==> src/rtl/pldvd_pkg.sv <==
// Shared types and constants for the posting list delta variable-byte decoder.
// Used by the decode core, the top level and the port checker.
package pldvd_pkg;

    // Width of every decoded value, document id and frequency.
    localparam int VALUE_W = 32;

    // Default limit on the number of bytes in one code.
    localparam int MAX_CODE_BYTES_DEF = 5;

    // Payload bits of a code byte and the bit that marks the last byte.
    localparam logic [6:0] GROUP_MASK = 7'h7F;
    localparam int GROUP_W = 7;
    localparam int STOP_BIT = 7;

    // Decoder phase: which value the next completed code is.
    typedef enum logic [1:0] {
        PH_HEADER = 2'd0,
        PH_DELTA  = 2'd1,
        PH_FREQ   = 2'd2
    } phase_t;

    // Result status codes.
    typedef enum logic [1:0] {
        ST_POSTING  = 2'd0,
        ST_EMPTY    = 2'd1,
        ST_OVERFLOW = 2'd2,
        ST_TRUNC    = 2'd3
    } status_t;

    // One result word as it leaves the decode core.
    typedef struct packed {
        logic [VALUE_W-1:0] doc_id;
        logic [VALUE_W-1:0] frequency;
        status_t            status;
        logic               last_of_list;
    } result_t;

    // Handshake from the decode core back to the top level.
    typedef struct packed {
        logic    valid;
        result_t data;
    } core_out_t;

endpackage

==> src/rtl/pldvd_decode_core.sv <==
// Decode core: holds the list state and consumes one code byte per fire.
// Depends on pldvd_pkg for phase, status and result types.
module pldvd_decode_core #(
    parameter int MAX_CODE_BYTES = pldvd_pkg::MAX_CODE_BYTES_DEF
) (
    input  logic                  clk,
    input  logic                  rst_n,
    input  logic                  fire,
    input  logic [7:0]            code_byte,
    input  logic                  end_of_buffer,
    output pldvd_pkg::core_out_t  core_out
);

    localparam int GW = (MAX_CODE_BYTES > 1) ? $clog2(MAX_CODE_BYTES) : 1;
    localparam int SHIFT_W = $clog2(pldvd_pkg::GROUP_W * (MAX_CODE_BYTES - 1) + 1);
    localparam int VW = pldvd_pkg::VALUE_W;

    pldvd_pkg::phase_t phase_reg, phase_next;
    logic [VW-1:0]     accum_reg, accum_next;
    logic [GW-1:0]     group_reg, group_next;
    logic [VW-1:0]     left_reg, left_next;
    logic [VW-1:0]     prev_reg, prev_next;
    logic [VW-1:0]     pending_reg, pending_next;

    logic [SHIFT_W-1:0] shamt;
    logic [VW-1:0]      group_bits;
    logic [VW-1:0]      merged;
    logic [GW:0]        group_inc;
    logic [VW-1:0]      left_dec;
    logic               go_header;

    // Place the new 7-bit group; groups at or above bit 32 fall off the top.
    always_comb
    begin
        shamt      = SHIFT_W'(int'(group_reg) * pldvd_pkg::GROUP_W);
        group_bits = VW'(code_byte[6:0] & pldvd_pkg::GROUP_MASK) << shamt;
        merged     = accum_reg | group_bits;
        group_inc  = {1'b0, group_reg} + (GW+1)'(1);
        left_dec   = left_reg - VW'(1);
    end

    // Next state and result for one byte.
    always_comb
    begin
        phase_next    = phase_reg;
        accum_next    = accum_reg;
        group_next    = group_reg;
        left_next     = left_reg;
        prev_next     = prev_reg;
        pending_next  = pending_reg;
        go_header     = 1'b0;
        core_out      = '0;

        if (fire)
        begin
            if (!code_byte[pldvd_pkg::STOP_BIT])
            begin
                // Value continues in the next byte.
                accum_next = merged;
                group_next = group_inc[GW-1:0];
                if (group_inc >= (GW+1)'(MAX_CODE_BYTES))
                begin
                    go_header                   = 1'b1;
                    core_out.valid              = 1'b1;
                    core_out.data.status        = pldvd_pkg::ST_OVERFLOW;
                    core_out.data.last_of_list  = 1'b1;
                end
                else if (end_of_buffer)
                begin
                    go_header                   = 1'b1;
                    core_out.valid              = 1'b1;
                    core_out.data.status        = pldvd_pkg::ST_TRUNC;
                    core_out.data.last_of_list  = 1'b1;
                end
            end
            else
            begin
                // A value is complete.
                accum_next = '0;
                group_next = '0;
                case (phase_reg)
                    pldvd_pkg::PH_HEADER:
                    begin
                        if (merged == '0)
                        begin
                            go_header                   = 1'b1;
                            core_out.valid              = 1'b1;
                            core_out.data.status        = pldvd_pkg::ST_EMPTY;
                            core_out.data.last_of_list  = 1'b1;
                        end
                        else
                        begin
                            left_next  = merged;
                            prev_next  = '0;
                            phase_next = pldvd_pkg::PH_DELTA;
                            if (end_of_buffer)
                            begin
                                go_header                   = 1'b1;
                                core_out.valid              = 1'b1;
                                core_out.data.status        = pldvd_pkg::ST_TRUNC;
                                core_out.data.last_of_list  = 1'b1;
                            end
                        end
                    end
                    pldvd_pkg::PH_DELTA:
                    begin
                        pending_next = prev_reg + merged;
                        phase_next   = pldvd_pkg::PH_FREQ;
                        if (end_of_buffer)
                        begin
                            go_header                   = 1'b1;
                            core_out.valid              = 1'b1;
                            core_out.data.status        = pldvd_pkg::ST_TRUNC;
                            core_out.data.last_of_list  = 1'b1;
                        end
                    end
                    pldvd_pkg::PH_FREQ:
                    begin
                        // Frequency closes a posting; the list may end here.
                        prev_next                  = pending_reg;
                        left_next                  = left_dec;
                        phase_next                 = pldvd_pkg::PH_DELTA;
                        core_out.valid             = 1'b1;
                        core_out.data.doc_id       = pending_reg;
                        core_out.data.frequency    = merged;
                        core_out.data.status       = pldvd_pkg::ST_POSTING;
                        core_out.data.last_of_list = (left_dec == '0) || end_of_buffer;
                        go_header                  = (left_dec == '0) || end_of_buffer;
                    end
                    default:
                    begin
                        go_header = 1'b1;
                    end
                endcase
            end

            // Closing a list returns every field to its header value.
            if (go_header)
            begin
                phase_next   = pldvd_pkg::PH_HEADER;
                accum_next   = '0;
                group_next   = '0;
                left_next    = '0;
                prev_next    = '0;
                pending_next = '0;
            end
        end
    end

    // State registers.
    always_ff @(posedge clk or negedge rst_n)
    begin
        if (!rst_n)
        begin
            phase_reg   <= pldvd_pkg::PH_HEADER;
            accum_reg   <= '0;
            group_reg   <= '0;
            left_reg    <= '0;
            prev_reg    <= '0;
            pending_reg <= '0;
        end
        else
        begin
            phase_reg   <= phase_next;
            accum_reg   <= accum_next;
            group_reg   <= group_next;
            left_reg    <= left_next;
            prev_reg    <= prev_next;
            pending_reg <= pending_next;
        end
    end

endmodule

==> src/rtl/posting_list_delta_vbyte_decoder_top.sv <==
// Top level of the posting list decoder: input register, decode core, result register.
// Depends on pldvd_pkg and pldvd_decode_core.
//
//   Channel  | Handshake                  | Word
//   ---------+----------------------------+-----------------------------------------
//   code     | code_valid / code_stall    | code_byte, end_of_buffer
//   result   | result_valid / result_stall| doc_id, frequency, status, last_of_list
//
// One byte is taken per cycle while code_stall is low, a rate set by the decode core's state
// update; each byte is held in the input register and its result in the result register.
// Reset returns the decoder to expecting a count header and empties both registers.
// A stall on the result side holds the byte in the input register; the code side
// stalls only while that register is full and the result register is held.
module posting_list_delta_vbyte_decoder_top #(
    parameter int MAX_CODE_BYTES = pldvd_pkg::MAX_CODE_BYTES_DEF
) (
    input  logic        clk,
    input  logic        rst_n,
    input  logic        code_valid,
    output logic        code_stall,
    input  logic [7:0]  code_byte,
    input  logic        end_of_buffer,
    output logic        result_valid,
    input  logic        result_stall,
    output logic [31:0] doc_id,
    output logic [31:0] frequency,
    output logic [1:0]  status,
    output logic        last_of_list
);

    logic                 in_valid_reg, in_valid_next;
    logic [7:0]           in_byte_reg;
    logic                 in_eob_reg;
    logic                 out_valid_reg, out_valid_next;
    pldvd_pkg::result_t   out_data_reg;
    pldvd_pkg::core_out_t core_out;
    logic                 out_free;
    logic                 fire;
    logic                 accept;

    // Handshake control.
    always_comb
    begin
        out_free       = !out_valid_reg || !result_stall;
        fire           = in_valid_reg && out_free;
        code_stall     = in_valid_reg && !fire;
        accept         = code_valid && !code_stall;
        in_valid_next  = accept || (in_valid_reg && !fire);
        out_valid_next = out_free ? (fire && core_out.valid) : out_valid_reg;
    end

    pldvd_decode_core #(
        .MAX_CODE_BYTES (MAX_CODE_BYTES)
    ) u_core (
        .clk           (clk),
        .rst_n         (rst_n),
        .fire          (fire),
        .code_byte     (in_byte_reg),
        .end_of_buffer (in_eob_reg),
        .core_out      (core_out)
    );

    // Valid flags.
    always_ff @(posedge clk or negedge rst_n)
    begin
        if (!rst_n)
        begin
            in_valid_reg  <= 1'b0;
            out_valid_reg <= 1'b0;
        end
        else
        begin
            in_valid_reg  <= in_valid_next;
            out_valid_reg <= out_valid_next;
        end
    end

    // Payload registers.
    always_ff @(posedge clk)
    begin
        if (accept)
        begin
            in_byte_reg <= code_byte;
            in_eob_reg  <= end_of_buffer;
        end
        if (fire && core_out.valid)
        begin
            out_data_reg <= core_out.data;
        end
    end

    // Result ports.
    assign result_valid = out_valid_reg;
    assign doc_id       = out_data_reg.doc_id;
    assign frequency    = out_data_reg.frequency;
    assign status       = out_data_reg.status;
    assign last_of_list = out_data_reg.last_of_list;

endmodule

==> config.mk <==
export PLATFORM = sky130hd
export DESIGN_NAME = posting_list_delta_vbyte_decoder_top
export DESIGN_NICKNAME = d
export VERILOG_FILES = /design/src/rtl/pldvd_pkg.sv /design/src/rtl/pldvd_decode_core.sv /design/src/rtl/posting_list_delta_vbyte_decoder_top.sv
export SDC_FILE = /design/constraint.sdc
export NUM_CORES = 1
export LEC_CHECK = 0
export ABC_CLOCK_PERIOD_IN_PS = 8200
export BUFFER_PORTS_ARGS = -buffer_cell sky130_fd_sc_hd__buf_2
export CORE_ASPECT_RATIO = 1.5
export CORE_MARGIN = 2
export CORE_UTILIZATION = 47
export CTS_CLUSTER_DIAMETER = 80
export DETAILED_ROUTE_END_ITERATION = 8
export PLACE_DENSITY = 0.71
export SYNTH_ARGS = -nofsm -noshare
export SYNTH_HDL_FRONTEND = slang
export SYNTH_SLANG_ARGS = --single-unit
==> constraint.sdc <==
create_clock -name clk -period 8.2 [get_ports clk]
set_input_delay 2.46 -clock clk [delete_from_list [all_inputs] [get_ports clk]]
set_output_delay 2.46 -clock clk [all_outputs]
set_load 0.02 [all_outputs]
[Word level (Yosys, flattened, before mapping)]
Cells that the tools add are included.
Word-level totals
  register bits: 211
  output and inout port bits: 69
  logic and storage cells: 81
Operators by class
  $add $sub $neg: 3
  $mul: 1
  order comparisons: 1
  equal/unequal tests: 3
  shift-type cells: 1
  multiplexer cells: 35
  bitwise logic cells: 1
  reduce and logical (&&, ||, !) cells: 22
Operators with widths (number)
  32-bit two-way mux: 11
  64-bit two-way mux: 2
  32-bit case mux with 2 select lines: 2
  68-bit two-way mux: 1
  32-bit logical NOT: 2
  32-bit adder: 1
  32-bit OR: 1
  7-bit by 5-bit left shift with 32-bit output: 1
  32-bit by 1-bit subtractor with 32-bit output (second input constant): 1
  3-bit two-way mux: 6
  3-bit case mux with 3 select lines: 1
  4-bit AND reduction: 2
  1-bit two-way mux: 6
  2-bit two-way mux: 3
  1-bit case mux with 3 select lines: 2
  2-bit case mux with 3 select lines: 1
  3-bit AND reduction: 2
  3-bit by 3-bit multiplier with 5-bit output (second input constant): 1
  3-bit by 1-bit adder with 4-bit output (second input constant): 1
  4-bit by 3-bit greater-or-equal comparator with 1-bit output (second input constant): 1
  1-bit logical AND: 4
  1-bit logical NOT: 4
  2-bit nonzero test: 2
  4-bit nonzero test: 1
  6 further kinds: 8

[Depth between registers and ports, before layout]
  depth after elaboration: 10
  gate-level depth with buffers: 22

[Cells and area by module]
From an unflattened synthesis, not the netlist that was laid out.
Second synthesis, totals
  cells, all modules: 1191
  area total of the unflattened synthesis: 11697.5 um^2
By module, submodules not included
  pldvd_decode_core: instances 1, cells each 1104, area each 9316.4 um^2
  posting_list_delta_vbyte_decoder_top: instances 1, cells each 87, area each 2381.0 um^2

[Worst setup path after synthesis]
OpenSTA, ideal clock, no wires.
  path kind: input -> register
  from: input port result_stall
  to: register out_data_reg (netlist bit doc_id[0]) (enable)
  library setup time: 531 ps
  data arrival time: 6880 ps
  required time: 7669 ps
  setup slack: 789 ps
  stages on the path: 6
  cells stage by stage: nand2_1 -> nand2_1 -> or2_2 -> clkbuf_1 -> clkbuf_1 -> a41oi_1
On the way
  longest elaborated chain between the ends: 5
Ends and longest elaborated chain
  from (decl): RTL line posting_list_delta_vbyte_decoder_top.sv:24  | input logic result_stall,
  1-bit logical NOT (*): RTL line posting_list_delta_vbyte_decoder_top.sv:44  | out_free = !out_valid_reg || !result_stall;
  1-bit logical OR (*): RTL line posting_list_delta_vbyte_decoder_top.sv:44
  1-bit logical AND (*): RTL line posting_list_delta_vbyte_decoder_top.sv:45  | fire = in_valid_reg && out_free;
  68-bit two-way mux: RTL line pldvd_decode_core.sv:54  | if (fire)
  1-bit logical AND (*): RTL line posting_list_delta_vbyte_decoder_top.sv:86  | if (fire && core_out.valid)
  to (signal assigned): RTL line posting_list_delta_vbyte_decoder_top.sv:88  | out_data_reg <= core_out.data;
  to (decl): RTL line posting_list_delta_vbyte_decoder_top.sv:35  | pldvd_pkg::result_t out_data_reg;
Mark *: on every way between the ends. The rest lies on a longest branch, timed or not.
A chain may end at the register's enable or synchronous reset.

[Final worst setup path]
  from: register u_core.group_reg[0]
  to: register u_core.left_reg[13]
On the way
  longest elaborated chain between the ends: 10
  elaborated cells between the ends (all ways): 19
  those cells by class: 1 x add/sub; 1 x mul; 1 x order compare; 1 x eq/ne; 1 x shift; 9 x mux; 1 x bitwise; 4 x reduce/logical
Ends and longest elaborated chain
  from (decl): RTL line pldvd_decode_core.sv:20  | logic [GW-1:0] group_reg, group_next;
  from (signal assigned): RTL line pldvd_decode_core.sv:166  | group_reg <= group_next;
  3-bit by 3-bit multiplier with 5-bit output (*): RTL line pldvd_decode_core.sv:35  | shamt = SHIFT_W'(int'(group_reg) * pldvd_pkg::GROUP_W);
  7-bit by 5-bit left shift with 32-bit output (*): RTL line pldvd_decode_core.sv:36  | group_bits = VW'(code_byte[6:0] & pldvd_pkg::GROUP_MASK) << shamt;
  32-bit OR (*): RTL line pldvd_decode_core.sv:37  | merged = accum_reg | group_bits;
  via u_core.merged[18]: RTL line pldvd_decode_core.sv:27  | logic [VW-1:0] merged;
  32-bit logical NOT (*): RTL line pldvd_decode_core.sv:84  | if (merged == '0)
  1-bit two-way mux: RTL line pldvd_decode_core.sv:84
  1-bit case mux with 3 select lines: RTL line pldvd_decode_core.sv:81  | case (phase_reg)
  1-bit two-way mux: RTL line pldvd_decode_core.sv:56  | if (!code_byte[pldvd_pkg::STOP_BIT])
  1-bit two-way mux: RTL line pldvd_decode_core.sv:54
  3-bit != test (no source line) (tied with other cells)
  4-bit AND reduction (no source line)
  to (signal assigned): RTL line pldvd_decode_core.sv:167  | left_reg <= left_next;
  to (decl): RTL line pldvd_decode_core.sv:21  | logic [VW-1:0] left_reg, left_next;
The timed path passes the listed nets; every way through them passes the cells marked *. The select of a mux whose other input is x is not followed.

==> run summary <==
The clock-pin slew of the registers on the worst-case setup and hold paths is 0.06 ns. The total of endpoints with negative setup slack in the final report is 0. The tree is rooted in a clkbuf_16. The power density of the placed cells came out at 305 nW/um^2. Summed over all nets, the half-perimeter wirelength after detailed placement is 24400 um. The reported leakage power came out at 6.00 nW. The xor and xnor area share after synthesis came out at 2.75%. The synthesized netlist occupies a cell area of 11800 um^2. The adder-cell share of the synthesized area came out at 4.65%. TritonCTS built the clock tree. The peak supply drop came out at 0.000168 V. The count of antenna diodes in the layout is 0. The layout net count came out at 1299.

The via count of the first global-routing pass came out at 9651. The number of enable flip-flop cells after synthesis came out at 76. The clock insertion delay at the later pin of the skew report came out at 0.53 ns. STA classifies the critical path startpoint as a flip-flop. The length of the first detailed-routing pass in iterations is 7. The final critical path time including I/O delays and setup came out at 6.72 ns. The core region is 24900 um^2. Measured against its own limit, the worst slew margin works out to 25.4%. The average routed wire per standard cell came out at 22.0 um. The number of max-cap violations is 0. CTS built an H-tree with a depth of 1. The synthesized netlist devotes 20.5% of its cell area to compound gates. The clock sink count came out at 211. The initial cell density of the core is 47.4%.

The total number of placement rows is 71. The flow ran to the end, and the final reports show no timing, DRC or antenna violations. The number of hold buffers added after CTS came out at 0. Clock tree synthesis inserted a total of 22 buffers. The number of cells upsized or downsized after cts is 0. By area, the combinational part of the netlist is dominated by compound AO/OA/AOI/OAI gates. The number of remaining DRC errors came out at 0.

The count of nets left with antenna violations once routing finished came out at 0. The aggregate routed wire length is 34900 um. Static timing analysis puts the maximum clock frequency at 149 MHz. The number of placed I/O pins came out at 82. STA classifies the critical path endpoint as a flip-flop. The number of nets produced by synthesis is 1234. At the pin with the least slew margin, the transition time is 1.12 ns. The worst register-to-register path has a setup slack of 1.48 ns. The number of buffers inserted by post-CTS setup repair came out at 0.

The required time of the critical path is 8.59 ns. The critical path is of the flip-flop to flip-flop type. For this run, asynchronously set or reset flops after synthesis account for 64.0%. The yosys synthesis warning count is 0.

The mean number of vias per cell is 6.18. The portion of synthesized area spent on multiplexers is 2.41%. Setup repair after global routing left no endpoint under its margin. The cell count after synthesis is 1179. The portion of the post-synthesis area used by sequential elements is 48.0%. The synthesized area per cell came out at 9.99 um^2. The die outline height came out at 198 um. The unique cell type count in the Yosys netlist is 79. The critical path arrival is 7.11 ns.

The wire length of the first global-routing pass came out at 54200 um. The overall via count from detail_route came out at 9814. The global-route usage over all layers came out at 26.4%.

The die extent in x is 133 um. The share of the clock period used by the worst path came out at 81.9%. Of the cells placed in the final design, the portion with a size suffix greater than 1 is 14.6%.

The largest fanout on the critical path is 24. The tightest min-delay check is of the flip-flop to flip-flop type. The total overflow left after global routing is 0. The final hold violation count is 0. The overall power after layout is 0.00405 W. The most used flip-flop cell after synthesis is dfrtp_1. The number of flip-flops and latches in the synthesized netlist is 211.

The die footprint came out at 26400 um^2. The placer's final routability congestion estimate is 0.939. The number of buffers inserted by port buffering is 81.

After the first detailed-routing iteration, the DRC count stood at 833. The simple-gate portion of the synthesized area is 17.3%. Between clock sinks in the finished design, the worst skew comes to 0.0240 ns. The clock passes through at most 3 buffers. The maximum number of pins on one net before global-route repair came out at 84. The hold slack came out at 0.504 ns. The setup total negative slack is 0 ns. The area added between synthesis and finish is 12.6%. The final count of pins violating max slew is 0. The number of antenna violations at the first check in global routing is 0.
==> power by group <==
part / switching (W) / internal (W) / leakage (nW)
sequential: 0.000152 / 0.00123 / 2.60
combinational: 0.00107 / 0.000551 / 3.04
clock: 0.000430 / 0.000616 / 0.359
total: 0.00165 / 0.00239 / 6.00
==> Yosys cell counts, types with 5 or more instances <==
master	n	area (um^2)
nor2b_1	14	87.6
buf_4	6	45.0
nor2_1	91	342
or3_1	10	62.6
o21ai_0	62	310
mux2_2	11	124
o22ai_1	10	62.6
nor4_1	34	213
dfrtp_1	135	3380
or4_1	8	60.1
edfxtp_1	76	2280
inv_1	55	206
a21o_1	33	248
a31oi_1	6	37.5
nand4_1	11	68.8
buf_2	17	85.1
a21boi_0	6	45.0
and2_1	42	263
xnor2_1	20	175
a22o_1	65	569
or2_2	6	37.5
ha_1	39	488
nor3_1	35	175
a32o_1	8	80.1
o21a_1	9	67.6
o21bai_1	5	37.5
nand2_1	93	349
clkbuf_1	41	154
a21oi_1	91	455
nand3_1	14	70.1
nand2b_1	17	106
a211oi_1	5	37.5
xor2_1	17	149
mux2i_1	7	70.1
==> per-layer routing <==
layer / vias up / GRT usage (%) / wire length, um
met2: 373 / 45.8 / 17300
met1: 4833 / 31.0 / 13400
met3: 129 / 3.35 / 1900
met4: 0 / 16.5 / 2250
met5: - / 0 / 0
li1: 4479 / - / -
==> through the flow <==
step,cell area (um^2),cells,utilization [%],setup WS [ns]
2_1_floorplan,11800,1179,-,0.789
3_3_place_gp,12500,1548,50.4,1.66
3_5_place_dp,12500,1548,50.4,1.61
4_1_cts,13300,1588,53.4,1.59
5_1_grt,13300,1588,53.4,1.08
6_report,13300,1588,53.4,1.48
==> worst max-delay path, stage by stage (launching register included) <==
cell and delay, ns:
dfrtp_1 0.70, fa_1 0.67, ha_1 0.14, inv_1 0.05, fa_1 1.02, nor2_1 0.33
a221oi_1 0.93, inv_1 0.25, nor4_1 0.23, and4b_1 0.29, a311oi_2 0.18, a211oi_4 0.91
buf_4 0.39, nor2_4 0.17, a32o_1 0.29
==> path summary, 6_finish.rpt <==
kind	start	end	cells past startpoint
setup / recovery	u_core.group_reg[0]$_DFFE_PN0P_	u_core.left_reg[13]$_DFFE_PN0P_	14
hold / removal	u_core.pending_reg[25]$_DFFE_PN0P_	u_core.pending_reg[25]$_DFFE_PN0P_	1
setup reg to reg	u_core.group_reg[0]$_DFFE_PN0P_	u_core.left_reg[13]$_DFFE_PN0P_	14
hold reg to reg	u_core.pending_reg[25]$_DFFE_PN0P_	u_core.pending_reg[25]$_DFFE_PN0P_	1
max in group asynchronous	rst_n	u_core.left_reg[13]$_DFFE_PN0P_	2
min in group asynchronous	rst_n	u_core.prev_reg[7]$_DFFE_PN0P_	1
==> placed cells by master (no fill, tap or decap), drive strengths merged, types with 5 or more instances in the layout <==
master   count
dfrtp      135
buf        108
a21oi       94
nand2       93
nor2        93
edfxtp      76
a22o        65
o21ai       65
inv         57
and2        42
ha          39
nor3        36
nor4        36
a21o        33
clkbuf      28
xnor2       20
nand2b      17
xor2        17
nor2b       14
nand3       14
mux2        11
nand4       11
o22ai       10
or3         10
o21a         9
or4          9
a32o         8
mux2i        7
or2          7
a31oi        6
a21boi       6
a211oi       6
clkinv       6
o21bai       5
a2111oi      5
==> final cells by class <==
cell class	count	area [um^2]
Fill cell	2257	11600
Tap cell	328	410
Timing Repair Buffer	108	614
Clock buffer	28	604
Clock inverter	12	138
Inverter	56	210
Sequential cell	211	5660
Multi-Input combinational cell	845	5630
==> cells by family (layout without fill, tap and decap cells) <==
kind of cell	Yosys count	after routing
fa+ha+maj	42	42
compound gates	348	348
buf+inv	123	204
xor+xnor	37	37
simple gates	396	396
mux	22	22
flops	211	211
(Power assumes the default switching activity.)
